**src/hdl/hanf_pkg.sv**
```systemverilog
// ----------------------------------------------------------------------------
// hanf_pkg
// Shared types and constants for the HEVC Annex B normalizer and flagger.
// ----------------------------------------------------------------------------
package hanf_pkg;

    localparam int LEN_W     = 25;
    localparam int CMD_BYTES = 8;
    localparam int CNT_W     = 4;

    localparam logic [LEN_W-1:0] MAX_FRAME_BYTES = 25'd16777216;
    localparam logic [31:0]      START_CODE      = 32'h0000_0001;
    localparam logic [7:0]       SC_ZERO         = 8'h00;
    localparam logic [7:0]       SC_ONE          = 8'h01;

    localparam logic [5:0] NAL_BLA_LO = 6'd19;
    localparam logic [5:0] NAL_IRAP_HI = 6'd21;
    localparam logic [5:0] NAL_VPS    = 6'd32;
    localparam logic [5:0] NAL_PPS    = 6'd34;
    localparam logic [5:0] NAL_VCL_HI = 6'd31;

    localparam logic [1:0] FLAG_NONE  = 2'd0;
    localparam logic [1:0] FLAG_SYNC  = 2'd1;
    localparam logic [1:0] FLAG_CODEC = 2'd2;

    typedef enum logic [2:0] {
        PH_HEADER,
        PH_PASS,
        PH_LENGTH,
        PH_PAYLOAD,
        PH_DROP
    } phase_t;

    // bytes to emit for one accepted input, data[0] goes out first
    typedef struct packed {
        logic [CMD_BYTES-1:0][7:0] data;
        logic [CNT_W-1:0]          count;
        logic                      last;
        logic                      key;
    } cmd_t;

    typedef struct packed {
        logic full;
        logic empty;
    } q_status_t;

endpackage

```
**src/hdl/hanf_front.sv**
```systemverilog
// ----------------------------------------------------------------------------
// hanf_front
// Parses the input byte stream, picks the frame mode and builds emit requests.
// ----------------------------------------------------------------------------
module hanf_front
    import hanf_pkg::*;
(
    input  logic             clk,
    input  logic             rst_n,
    input  logic             annexb_mode,
    input  logic             in_valid,
    output logic             in_ready,
    input  logic [7:0]       in_byte,
    input  logic [LEN_W-1:0] frame_length,
    input  logic             is_key,
    input  q_status_t        q_status,
    output logic             push,
    output cmd_t             cmd
);

    phase_t           phase_reg, phase_next;
    logic [31:0]      head_reg, head_next;
    logic [LEN_W-1:0] pos_reg, pos_next;
    logic [31:0]      lshift_reg, lshift_next;
    logic [1:0]       lcount_reg, lcount_next;
    logic [LEN_W-1:0] unit_reg, unit_next;
    logic             key_reg, key_next;

    logic             accept;
    logic [LEN_W-1:0] eff_len;
    logic [LEN_W-1:0] done;
    logic [LEN_W-1:0] remaining;
    logic             last;
    logic             key_now;
    logic [31:0]      head_new;
    logic [31:0]      lshift_new;
    logic [2:0]       n;
    logic [2:0]       sh;
    logic [3:0][7:0]  held;
    logic             sc3;
    logic             sc4;
    logic [LEN_W-1:0] unit_dec;

    assign in_ready = !q_status.full;
    assign accept   = in_valid && in_ready;

    always_comb
    begin
        if (frame_length == '0)
            eff_len = LEN_W'(1);
        else if (frame_length > MAX_FRAME_BYTES)
            eff_len = MAX_FRAME_BYTES;
        else
            eff_len = frame_length;

        done      = pos_reg + LEN_W'(1);
        last      = done >= eff_len;
        remaining = last ? '0 : eff_len - done;
        key_now   = (pos_reg == '0) ? is_key : key_reg;
        head_new  = {head_reg[23:0], in_byte};
        lshift_new = {lshift_reg[23:0], in_byte};
        n         = (done < LEN_W'(4)) ? done[2:0] : 3'd4;

        for (int k = 0; k < 4; k++)
        begin
            sh = n - 3'd1 - 3'(k);
            held[k] = (3'(k) < n) ? 8'(head_new >> {sh[1:0], 3'b000}) : 8'h00;
        end

        sc4 = (n == 3'd4) && (head_new == START_CODE);
        sc3 = ((n == 3'd3) && (head_new[23:0] == START_CODE[23:0])) ||
              ((n == 3'd4) && (head_new[31:8] == START_CODE[23:0]));
        unit_dec = (unit_reg != '0) ? unit_reg - LEN_W'(1) : unit_reg;

        phase_next  = phase_reg;
        head_next   = head_reg;
        lshift_next = lshift_reg;
        lcount_next = lcount_reg;
        unit_next   = unit_reg;
        key_next    = key_now;
        pos_next    = done;
        cmd.data    = '0;
        cmd.count   = '0;
        cmd.last    = last;
        cmd.key     = key_now;

        case (phase_reg)
            PH_HEADER:
            begin
                head_next = head_new;
                if (done >= LEN_W'(4) || last)
                begin
                    if (!annexb_mode || sc4 || sc3)
                    begin
                        for (int k = 0; k < 4; k++)
                            cmd.data[k] = held[k];
                        cmd.count  = CNT_W'(n);
                        phase_next = PH_PASS;
                    end
                    else if (n == 3'd4 && eff_len > LEN_W'(4) && head_new != '0 &&
                             head_new <= 32'(eff_len - LEN_W'(4)))
                    begin
                        cmd.data[0] = SC_ZERO;
                        cmd.data[1] = SC_ZERO;
                        cmd.data[2] = SC_ZERO;
                        cmd.data[3] = SC_ONE;
                        cmd.count   = CNT_W'(4);
                        unit_next   = head_new[LEN_W-1:0];
                        phase_next  = PH_PAYLOAD;
                    end
                    else
                    begin
                        cmd.data[0] = SC_ZERO;
                        cmd.data[1] = SC_ZERO;
                        cmd.data[2] = SC_ZERO;
                        cmd.data[3] = SC_ONE;
                        for (int k = 0; k < 4; k++)
                            cmd.data[k+4] = held[k];
                        cmd.count  = CNT_W'(4) + CNT_W'(n);
                        phase_next = PH_PASS;
                    end
                end
            end
            PH_PASS:
            begin
                cmd.data[0] = in_byte;
                cmd.count   = CNT_W'(1);
            end
            PH_PAYLOAD:
            begin
                cmd.data[0] = in_byte;
                cmd.count   = CNT_W'(1);
                unit_next   = unit_dec;
                if (unit_dec == '0)
                begin
                    phase_next  = PH_LENGTH;
                    lshift_next = '0;
                    lcount_next = '0;
                end
            end
            PH_LENGTH:
            begin
                lshift_next = lshift_new;
                if (lcount_reg == 2'd3)
                begin
                    lcount_next = '0;
                    if (lshift_new == '0 || lshift_new > 32'(remaining))
                        phase_next = PH_DROP;
                    else
                    begin
                        cmd.data[0] = SC_ZERO;
                        cmd.data[1] = SC_ZERO;
                        cmd.data[2] = SC_ZERO;
                        cmd.data[3] = SC_ONE;
                        cmd.count   = CNT_W'(4);
                        unit_next   = lshift_new[LEN_W-1:0];
                        phase_next  = PH_PAYLOAD;
                    end
                end
                else
                    lcount_next = lcount_reg + 2'd1;
            end
            default:
            begin
            end
        endcase

        if (last)
        begin
            phase_next  = PH_HEADER;
            head_next   = '0;
            pos_next    = '0;
            lshift_next = '0;
            lcount_next = '0;
            unit_next   = '0;
            key_next    = 1'b0;
        end
    end

    assign push = accept && (cmd.count != '0 || last);

    always_ff @(posedge clk or negedge rst_n)
    begin
        if (!rst_n)
        begin
            phase_reg  <= PH_HEADER;
            head_reg   <= '0;
            pos_reg    <= '0;
            lshift_reg <= '0;
            lcount_reg <= '0;
            unit_reg   <= '0;
            key_reg    <= 1'b0;
        end
        else if (accept)
        begin
            phase_reg  <= phase_next;
            head_reg   <= head_next;
            pos_reg    <= pos_next;
            lshift_reg <= lshift_next;
            lcount_reg <= lcount_next;
            unit_reg   <= unit_next;
            key_reg    <= key_next;
        end
    end

endmodule

```
**src/hdl/hanf_queue.sv**
```systemverilog
// ----------------------------------------------------------------------------
// hanf_queue
// Small request queue between the parser and the output serializer.
// ----------------------------------------------------------------------------
module hanf_queue
    import hanf_pkg::*;
#(
    parameter int DEPTH = 4
)
(
    input  logic      clk,
    input  logic      rst_n,
    input  logic      push,
    input  cmd_t      wr_data,
    input  logic      pop,
    output cmd_t      rd_data,
    output q_status_t status
);

    localparam int PTR_W = (DEPTH > 1) ? $clog2(DEPTH) : 1;
    localparam int QCNT_W = $clog2(DEPTH + 1);

    cmd_t              mem [DEPTH];
    logic [PTR_W-1:0]  wr_ptr_reg, wr_ptr_next;
    logic [PTR_W-1:0]  rd_ptr_reg, rd_ptr_next;
    logic [QCNT_W-1:0] count_reg, count_next;

    always_comb
    begin
        wr_ptr_next = wr_ptr_reg;
        rd_ptr_next = rd_ptr_reg;
        count_next  = count_reg;
        if (push)
            wr_ptr_next = (wr_ptr_reg == PTR_W'(DEPTH - 1)) ? '0 : wr_ptr_reg + PTR_W'(1);
        if (pop)
            rd_ptr_next = (rd_ptr_reg == PTR_W'(DEPTH - 1)) ? '0 : rd_ptr_reg + PTR_W'(1);
        if (push && !pop)
            count_next = count_reg + QCNT_W'(1);
        else if (pop && !push)
            count_next = count_reg - QCNT_W'(1);
    end

    always_ff @(posedge clk)
    begin
        if (push)
            mem[wr_ptr_reg] <= wr_data;
    end

    always_ff @(posedge clk or negedge rst_n)
    begin
        if (!rst_n)
        begin
            wr_ptr_reg <= '0;
            rd_ptr_reg <= '0;
            count_reg  <= '0;
        end
        else
        begin
            wr_ptr_reg <= wr_ptr_next;
            rd_ptr_reg <= rd_ptr_next;
            count_reg  <= count_next;
        end
    end

    assign rd_data      = mem[rd_ptr_reg];
    assign status.full  = count_reg == QCNT_W'(DEPTH);
    assign status.empty = count_reg == '0;

endmodule

```
**src/hdl/hanf_back.sv**
```systemverilog
// ----------------------------------------------------------------------------
// hanf_back
// Serializes queued requests one byte per cycle unless stalled by an empty
// queue or out_ready, scans NAL headers and sets frame flags on the last item.
// ----------------------------------------------------------------------------
module hanf_back
    import hanf_pkg::*;
(
    input  logic      clk,
    input  logic      rst_n,
    input  logic      annexb_mode,
    input  cmd_t      head,
    input  q_status_t q_status,
    output logic      pop,
    output logic      out_valid,
    input  logic      out_ready,
    output logic [7:0] out_byte,
    output logic      byte_valid,
    output logic      frame_last,
    output logic [1:0] frame_flags
);

    logic             valid_reg, valid_next;
    logic [7:0]       byte_reg, byte_next;
    logic             bvalid_reg, bvalid_next;
    logic             last_reg, last_next;
    logic [1:0]       flags_reg, flags_next;
    logic [2:0]       idx_reg, idx_next;
    logic [5:0][7:0]  win_reg, win_next;
    logic [2:0]       fill_reg, fill_next;
    logic             irap_reg, irap_next;
    logic             ps_reg, ps_next;
    logic             slice_reg, slice_next;

    logic             fire;
    logic             bare;
    logic [7:0]       b;
    logic             cmd_end;
    logic             item_last;
    logic [5:0][7:0]  win_new;
    logic [2:0]       fill_new;
    logic             hit;
    logic [7:0]       nal;
    logic [5:0]       nal_type;
    logic             irap_new;
    logic             ps_new;
    logic             slice_new;
    logic [1:0]       flags;

    always_comb
    begin
        fire      = (!valid_reg || out_ready) && !q_status.empty;
        bare      = head.count == '0;
        b         = head.data[idx_reg];
        cmd_end   = bare || ({1'b0, idx_reg} == head.count - CNT_W'(1));
        item_last = head.last && cmd_end;

        win_new  = {b, win_reg[5:1]};
        fill_new = (fill_reg < 3'd6) ? fill_reg + 3'd1 : fill_reg;
        hit = 1'b0;
        nal = 8'h00;
        if (fill_new == 3'd6)
        begin
            if (win_new[0] == 8'h00 && win_new[1] == 8'h00 && win_new[2] == 8'h01)
            begin
                hit = 1'b1;
                nal = win_new[3];
            end
            else if (win_new[0] == 8'h00 && win_new[1] == 8'h00 &&
                     win_new[2] == 8'h00 && win_new[3] == 8'h01)
            begin
                hit = 1'b1;
                nal = win_new[4];
            end
        end
        nal_type  = nal[6:1];
        irap_new  = irap_reg;
        ps_new    = ps_reg;
        slice_new = slice_reg;
        if (hit && !bare)
        begin
            if (nal_type inside {[NAL_BLA_LO:NAL_IRAP_HI]})
                irap_new = 1'b1;
            else if (nal_type inside {[NAL_VPS:NAL_PPS]})
                ps_new = 1'b1;
            else if (nal_type <= NAL_VCL_HI)
                slice_new = 1'b1;
        end

        if (head.key)
            flags = FLAG_SYNC;
        else if (annexb_mode)
            flags = irap_new ? FLAG_SYNC : ((ps_new && !slice_new) ? FLAG_CODEC : FLAG_NONE);
        else
            flags = FLAG_NONE;

        valid_next  = valid_reg;
        byte_next   = byte_reg;
        bvalid_next = bvalid_reg;
        last_next   = last_reg;
        flags_next  = flags_reg;
        idx_next    = idx_reg;
        win_next    = win_reg;
        fill_next   = fill_reg;
        irap_next   = irap_reg;
        ps_next     = ps_reg;
        slice_next  = slice_reg;

        if (fire)
        begin
            valid_next  = 1'b1;
            byte_next   = bare ? 8'h00 : b;
            bvalid_next = !bare;
            last_next   = item_last;
            flags_next  = item_last ? flags : FLAG_NONE;
            idx_next    = cmd_end ? '0 : idx_reg + 3'd1;
            if (item_last)
            begin
                win_next   = '0;
                fill_next  = '0;
                irap_next  = 1'b0;
                ps_next    = 1'b0;
                slice_next = 1'b0;
            end
            else if (!bare)
            begin
                win_next   = win_new;
                fill_next  = fill_new;
                irap_next  = irap_new;
                ps_next    = ps_new;
                slice_next = slice_new;
            end
        end
        else if (out_ready)
            valid_next = 1'b0;
    end

    assign pop = fire && cmd_end;

    always_ff @(posedge clk or negedge rst_n)
    begin
        if (!rst_n)
        begin
            valid_reg <= 1'b0;
            idx_reg   <= '0;
            win_reg   <= '0;
            fill_reg  <= '0;
            irap_reg  <= 1'b0;
            ps_reg    <= 1'b0;
            slice_reg <= 1'b0;
        end
        else
        begin
            valid_reg <= valid_next;
            idx_reg   <= idx_next;
            win_reg   <= win_next;
            fill_reg  <= fill_next;
            irap_reg  <= irap_next;
            ps_reg    <= ps_next;
            slice_reg <= slice_next;
        end
    end

    always_ff @(posedge clk)
    begin
        byte_reg   <= byte_next;
        bvalid_reg <= bvalid_next;
        last_reg   <= last_next;
        flags_reg  <= flags_next;
    end

    assign out_valid   = valid_reg;
    assign out_byte    = byte_reg;
    assign byte_valid  = bvalid_reg;
    assign frame_last  = last_reg;
    assign frame_flags = flags_reg;

endmodule

```
**src/hdl/hevc_annexb_normalizer_flagger_top.sv**
```systemverilog
// ----------------------------------------------------------------------------
// hevc_annexb_normalizer_flagger_top
// Path: the parser writes each accepted request into the QUEUE_DEPTH-entry
//   request queue, which absorbs them; the serializer loads m_* from its head.
// Throughput: one output byte per cycle from the serializer while m_tready
//   is high; one input byte per cycle while each yields at most one byte and
//   the queue has room. A mode decision emits up to 8 bytes in one request.
// Reset: rst_n is asynchronous; control state clears, annexb_mode goes to 1.
// ----------------------------------------------------------------------------
module hevc_annexb_normalizer_flagger_top
    import hanf_pkg::*;
#(
    parameter int QUEUE_DEPTH = 4
)
(
    input  logic        clk,
    input  logic        rst_n,
    input  logic        cfg_wr_en,
    input  logic        cfg_wr_data,
    input  logic        s_tvalid,
    output logic        s_tready,
    input  logic [39:0] s_tdata,   // in_byte[7:0], frame_length[32:8], zero pad
    input  logic [0:0]  s_tuser,   // is_key[0]
    output logic        m_tvalid,
    input  logic        m_tready,
    output logic [7:0]  m_tdata,   // out_byte[7:0]
    output logic        m_tlast,   // frame_last
    output logic [2:0]  m_tuser    // byte_valid[0], frame_flags[2:1]
);

    logic      annexb_mode_reg;
    logic      q_push;
    logic      q_pop;
    cmd_t      q_wr;
    cmd_t      q_rd;
    q_status_t q_status;
    logic      byte_valid;
    logic [1:0] frame_flags;

    always_ff @(posedge clk or negedge rst_n)
    begin
        if (!rst_n)
            annexb_mode_reg <= 1'b1;
        else if (cfg_wr_en)
            annexb_mode_reg <= cfg_wr_data;
    end

    hanf_front u_front (
        .clk          (clk),
        .rst_n        (rst_n),
        .annexb_mode  (annexb_mode_reg),
        .in_valid     (s_tvalid),
        .in_ready     (s_tready),
        .in_byte      (s_tdata[7:0]),
        .frame_length (s_tdata[32:8]),
        .is_key       (s_tuser[0]),
        .q_status     (q_status),
        .push         (q_push),
        .cmd          (q_wr)
    );

    hanf_queue #(
        .DEPTH (QUEUE_DEPTH)
    ) u_queue (
        .clk     (clk),
        .rst_n   (rst_n),
        .push    (q_push),
        .wr_data (q_wr),
        .pop     (q_pop),
        .rd_data (q_rd),
        .status  (q_status)
    );

    hanf_back u_back (
        .clk         (clk),
        .rst_n       (rst_n),
        .annexb_mode (annexb_mode_reg),
        .head        (q_rd),
        .q_status    (q_status),
        .pop         (q_pop),
        .out_valid   (m_tvalid),
        .out_ready   (m_tready),
        .out_byte    (m_tdata),
        .byte_valid  (byte_valid),
        .frame_last  (m_tlast),
        .frame_flags (frame_flags)
    );

    assign m_tuser = {frame_flags, byte_valid};

`ifndef SYNTH
    a_bare_is_last: assert property (@(posedge clk) disable iff (!rst_n)
        m_tvalid && !m_tuser[0] |-> m_tlast)
        else $error("bare end marker without frame end");

    a_flags_only_last: assert property (@(posedge clk) disable iff (!rst_n)
        m_tvalid && !m_tlast |-> m_tuser[2:1] == FLAG_NONE)
        else $error("frame flags set before frame end");

    a_pop_nonempty: assert property (@(posedge clk) disable iff (!rst_n)
        q_pop |-> !q_status.empty && !(q_push && q_status.full))
        else $error("request queue underflow or overflow");
`endif

endmodule

```
**config.mk**
```make
export PLATFORM = sky130hd
export DESIGN_NAME = hevc_annexb_normalizer_flagger_top
export DESIGN_NICKNAME = d
export VERILOG_FILES = /design/src/hdl/hanf_pkg.sv /design/src/hdl/hanf_front.sv /design/src/hdl/hanf_queue.sv /design/src/hdl/hanf_back.sv /design/src/hdl/hevc_annexb_normalizer_flagger_top.sv
export SDC_FILE = /design/constraint.sdc
export NUM_CORES = 1
export LEC_CHECK = 0
export ABC_AREA = 1
export BUFFER_PORTS_ARGS = -buffer_cell sky130_fd_sc_hd__buf_2
export CORE_MARGIN = 2
export CORE_UTILIZATION = 26
export CTS_CLUSTER_DIAMETER = 40
export DETAILED_ROUTE_END_ITERATION = 8
export PLACE_DENSITY = 0.48
export SLEW_MARGIN = 5
export SYNTH_ARGS = -nofsm -noshare
export SYNTH_HDL_FRONTEND = slang
export SYNTH_HIERARCHICAL = 1
export SYNTH_SLANG_ARGS = --single-unit
```
**constraint.sdc**
```tcl
create_clock -name clk -period 12.85 [get_ports clk]
set_input_delay 1.9275 -clock clk [delete_from_list [all_inputs] [get_ports clk]]
set_output_delay 1.9275 -clock clk [all_outputs]
set_load 0.1 [all_outputs]
```
==> qor_table.md <==
| Step | Parameter | This run |
| --- | --- | --- |
| run status | Status | completed |
| power and ir drop | Clock power share | 27.2% |
| timing | Setup repair after global routing missed its margin | false |
| power and ir drop | Switching portion of total power | 45.6% |
| drt | Number of nets with antenna violations after detailed routing | 0 |
| synth | Mapped Area | 26,500 µm² |
| worst setup path | Worst reg2reg path depth | 34 |
| synth | Register area share after synthesis | 48.3% |
| synth | Area share of the leading cell type in the synthesized netlist | 33.1% |
| synth | Count of mapped cells out of synthesis | 3,138 |
| timing | Final number of hold-violating endpoints | 0 |
| synth | Number of distinct library cells after synthesis | 63 |
| synth | Yosys Warn Count | 6 |
| grt | Total Routing Usage GR | 15.2% |
| worst setup path | Crit-path max FO | 58 |
| worst setup path | Most frequent cell on the critical path | sky130_fd_sc_hd__nand2_1 |
| drt | Initial detailed-routing violation count | 1,466 |
| synth | Post-synth ARST share | 35.7% |
| layout | Proportion of layout cells with a drive suffix above 1 | 10.9% |
| clocking | Clock transition at the register clock pins on the worst setup and hold paths after CTS | 50 ps |
| clocking | CTS-repair resized insts | 0 |
| timing | Total count of max-transition violations in the final report | 0 |
| layout | Number of inserted diodes | 0 |
| power and ir drop | Internal | 4.54 mW |
| floorplan | Effective utilization at floorplan | 26.1% |
| synth | List of most frequent post-synthesis cells | sky130_fd_sc_hd__nand2_1, sky130_fd_sc_hd__inv_1, sky130_fd_sc_hd__nor2_1 |
| synth | Average instance area after synthesis | 8.45 µm² |
| drt | Total Routed Length | 79.2 mm |
| floorplan | Number of rows created at floorplan | 117 |
| min path | Worst Hold Launch | u_back/win_new[7] |
| clocking | Clk_lat worst skew | 660 ps |
| timing | Final Setup Violations | 0 |
| place | Placed Cells incl. Taps | 4,455 |
| synth | Dominant cell type by area after synthesis | sky130_fd_sc_hd__edfxtp_1 |
| floorplan | DIE AREA | 105,000 µm² |
| power and ir drop | NetSw | 3.81 mW |
| worst setup path | Crit start category | input port |
| timing | Measured slew at the worst slew-check pin | 1190 ps |
| place | Global placement routability congestion | 0.872 |
| synth | Number of synthesized flops with an enable pin | 292 |
| place | Final HPWL DP | 55.7 mm |
| floorplan | Horizontal die dimension | 323 µm |
| grt | Wire length of the first global-routing pass | 123 mm |
| timing | F_max | 104 MHz |
| flow run | Count of maximum capacitance violations | 0 |
| worst setup path | Endpoint required time on the critical path | 13,160 ps |
| drt | DRC | 0 |
| grt | Maximum number of pins on one net before global-route repair | 105 |
| worst setup path | Internal reg-to-reg setup slack | 4620 ps |
| clocking | Setup Fix Bufs, Post-CTS | 0 |
| synth | Syn nets | 3,283 |
| power and ir drop | Maximum vdd ir drop | 0.000135 V |
| floorplan | Die Y-Extent | 323 µm |
| timing | Clock Skews | 67.6 ps |
| grt | Number of antenna violations at the first check in global routing | 3 |
| synth | Predominant post-synthesis flop cell | sky130_fd_sc_hd__edfxtp_1 |
| clocking | Clock buffer count from CTS | 82 |
| synth | Cell with the most instances after synthesis | sky130_fd_sc_hd__nand2_1 |
| clocking | TritonCTS clock tree | built |
| grt | Number of global-route vias before repair | 20,800 |
| place | Port Buffers | 53 |
| worst setup path | RR Endpoint | u_queue/mem[3][50] |
| synth | Number of register bits inferred by synthesis | 454 |
| min path | Cells on Worst Hold Path | 2 |
| drt | Wire length per cell after detailed routing | 17.2 µm |
| power and ir drop | Sequential group share of total power | 28.0% |
| worst setup path | Arrival time of data at the critical path endpoint | 9940 ps |
| layout | Count of nets after finishing | 3,316 |
| drt | Number of vias per cell after detailed routing | 4.66 |
| worst setup path | CP Class | in2reg |
| power and ir drop | Post-layout total power | 8.35 mW |
| layout | Register ranked first by flip-flop count | u_queue/mem |
| worst setup path | Delay of the slowest cell on the worst path | 670 ps |
| min path | Sink of the worst hold path | u_back/win_new[7] |
| timing | Max-slew headroom | 20.3% |
| worst setup path | CP max stage cell | sky130_fd_sc_hd__clkinv_2 |
| grt | Overall overflow remaining after global route | 0 |
| timing | Share of the clock period used by the worst path | 74.9% |
| clocking | Hold buffer count at CTS | 0 |
| synth | Top cells by area, synth | sky130_fd_sc_hd__edfxtp_1, sky130_fd_sc_hd__dfrtp_1, sky130_fd_sc_hd__nand2_1, sky130_fd_sc_hd__inv_1, sky130_fd_sc_hd__nor2_1 |
| clocking | Clock tree root driver cell | sky130_fd_sc_hd__clkbuf_16 |
| worst setup path | Critical Path Sink Type | flop |
| clocking | Number of H-tree levels | 3 |
| power and ir drop | Leakage power summed over all cells | 13.4 nW |
| drt | Via count of the routed design | 21,500 |
| layout | Post-Layout Cell Count | 4,607 |
| timing | Setup TNS | 0 ps |
| drt | Detailed Routing Iterations Pass 1 | 5 |
| worst setup path | Reg-to-reg startpoint | u_front/pos_reg[0] |
| clocking | Clk sink count | 454 |
| floorplan | Number of top-level pins | 61 |
| clocking | Number of buffers on the longest clock path | 3 |
| min path | Class of the tightest hold or removal check | reg2reg |
| layout | Max FFs per register | 280 |
| floorplan | Placeable core region | 101,000 µm² |
| timing | Min Tclk post-route | 9630 ps |
| layout | Area grow syn2layout | 16.8% |
| power and ir drop | Power density relative to cell area | 269 nW/µm² |
| power and ir drop | Combinational power share | 44.7% |
## placed cells by master, fill, tap and decap left out, drive strengths merged, types with 12 or more instances in the layout
| cell | instances |
|---|---|
| a211oi | 12 |
| a21oi | 94 |
| buf | 77 |
| clkbuf | 90 |
| clkinv | 39 |
| dfrtp | 161 |
| edfxtp | 292 |
| ha | 96 |
| inv | 407 |
| nand2 | 778 |
| nand3 | 141 |
| nand4 | 43 |
| nor2 | 380 |
| nor3 | 35 |
| nor4 | 24 |
| o211ai | 146 |
| o21ai | 206 |
| o22ai | 64 |
| xor2 | 23 |
## per-stage QoR
step / utilization, % / worst slack [ps] / hold WS (ps) / area, µm²
after floorplan: - / 4650 / 443 / 26500
after global placement: 27.6 / 2620 / 459 / 28000
after detailed placement: 27.6 / 2560 / 466 / 28000
after CTS: 30.5 / 3240 / 498 / 31000
after global routing: 30.5 / 2460 / 511 / 31000
final: 30.5 / 3220 / 493 / 31000
## how the worst max path moves through the flow
| stage | from | endpoint | slack, ps |
|---|---|---|---|
| global placement | s_tdata[22] | u_queue/mem[3][26] | 2620 |
| floorplan | s_tdata[30] | u_queue/mem[1][0] | 4650 |
| finish | s_tdata[22] | u_queue/mem[3][50] | 3220 |
| detailed placement | s_tdata[22] | u_queue/mem[3][26] | 2560 |
| CTS | s_tdata[22] | u_queue/mem[3][50] | 3240 |
| global route | s_tdata[20] | u_queue/mem[3][50] | 2460 |
## kinds of logic after synthesis
| group | count (synthesis) | synth area share [%] |
|---|---|---|
| buffers and inverters | 534 | 8.40 |
| XOR/XNOR | 28 | 0.981 |
| adder cells (fa/ha/maj) | 98 | 4.68 |
| multiplexers | 8 | 0.302 |
| flip-flops | 454 | 48.3 |
| AO/OA/AOI/OAI | 589 | 14.6 |
| AND/OR/NAND/NOR | 1427 | 22.7 |
## worst max-delay path: cells and delay by family
kind                     cells  cell delay, ps
AO/OA/AOI/OAI                6             790
adder cells (fa/ha/maj)      2             570
buffers and inverters        6            2320
AND/OR/NAND/NOR             25            4270
## power groups by stage
| stage | sequential (mW) | clock [mW] | combinational (mW) |
|---|---|---|---|
| 3_3_place_gp | 2.37 | 0 | 3.72 |
| 3_5_place_dp | 2.37 | 0 | 3.74 |
| 6_report | 2.34 | 2.27 | 3.73 |
| 4_1_cts | 2.35 | 2.32 | 3.75 |
| 5_1_grt | 2.38 | 2.39 | 4.19 |
| 2_1_floorplan | 2.40 | 0 | 2.60 |
## metal layers
metal	GRT usage [%]	part of all wire, %
met5	0	0.016
met4	4.35	2.3
met3	2.80	5.0
met1	20.8	47
met2	24.4	46
## cell type report
type / count / area, µm²
Clock inverter: 62 / 828
Clock buffer: 90 / 2130
Multi-Input combinational cell: 2150 / 11500
Inverter: 406 / 1540
Fill cell: 10800 / 70500
Sequential cell: 454 / 12800
Tap cell: 1368 / 1710
Timing Repair Buffer: 77 / 452
(Power assumes the default switching activity.)
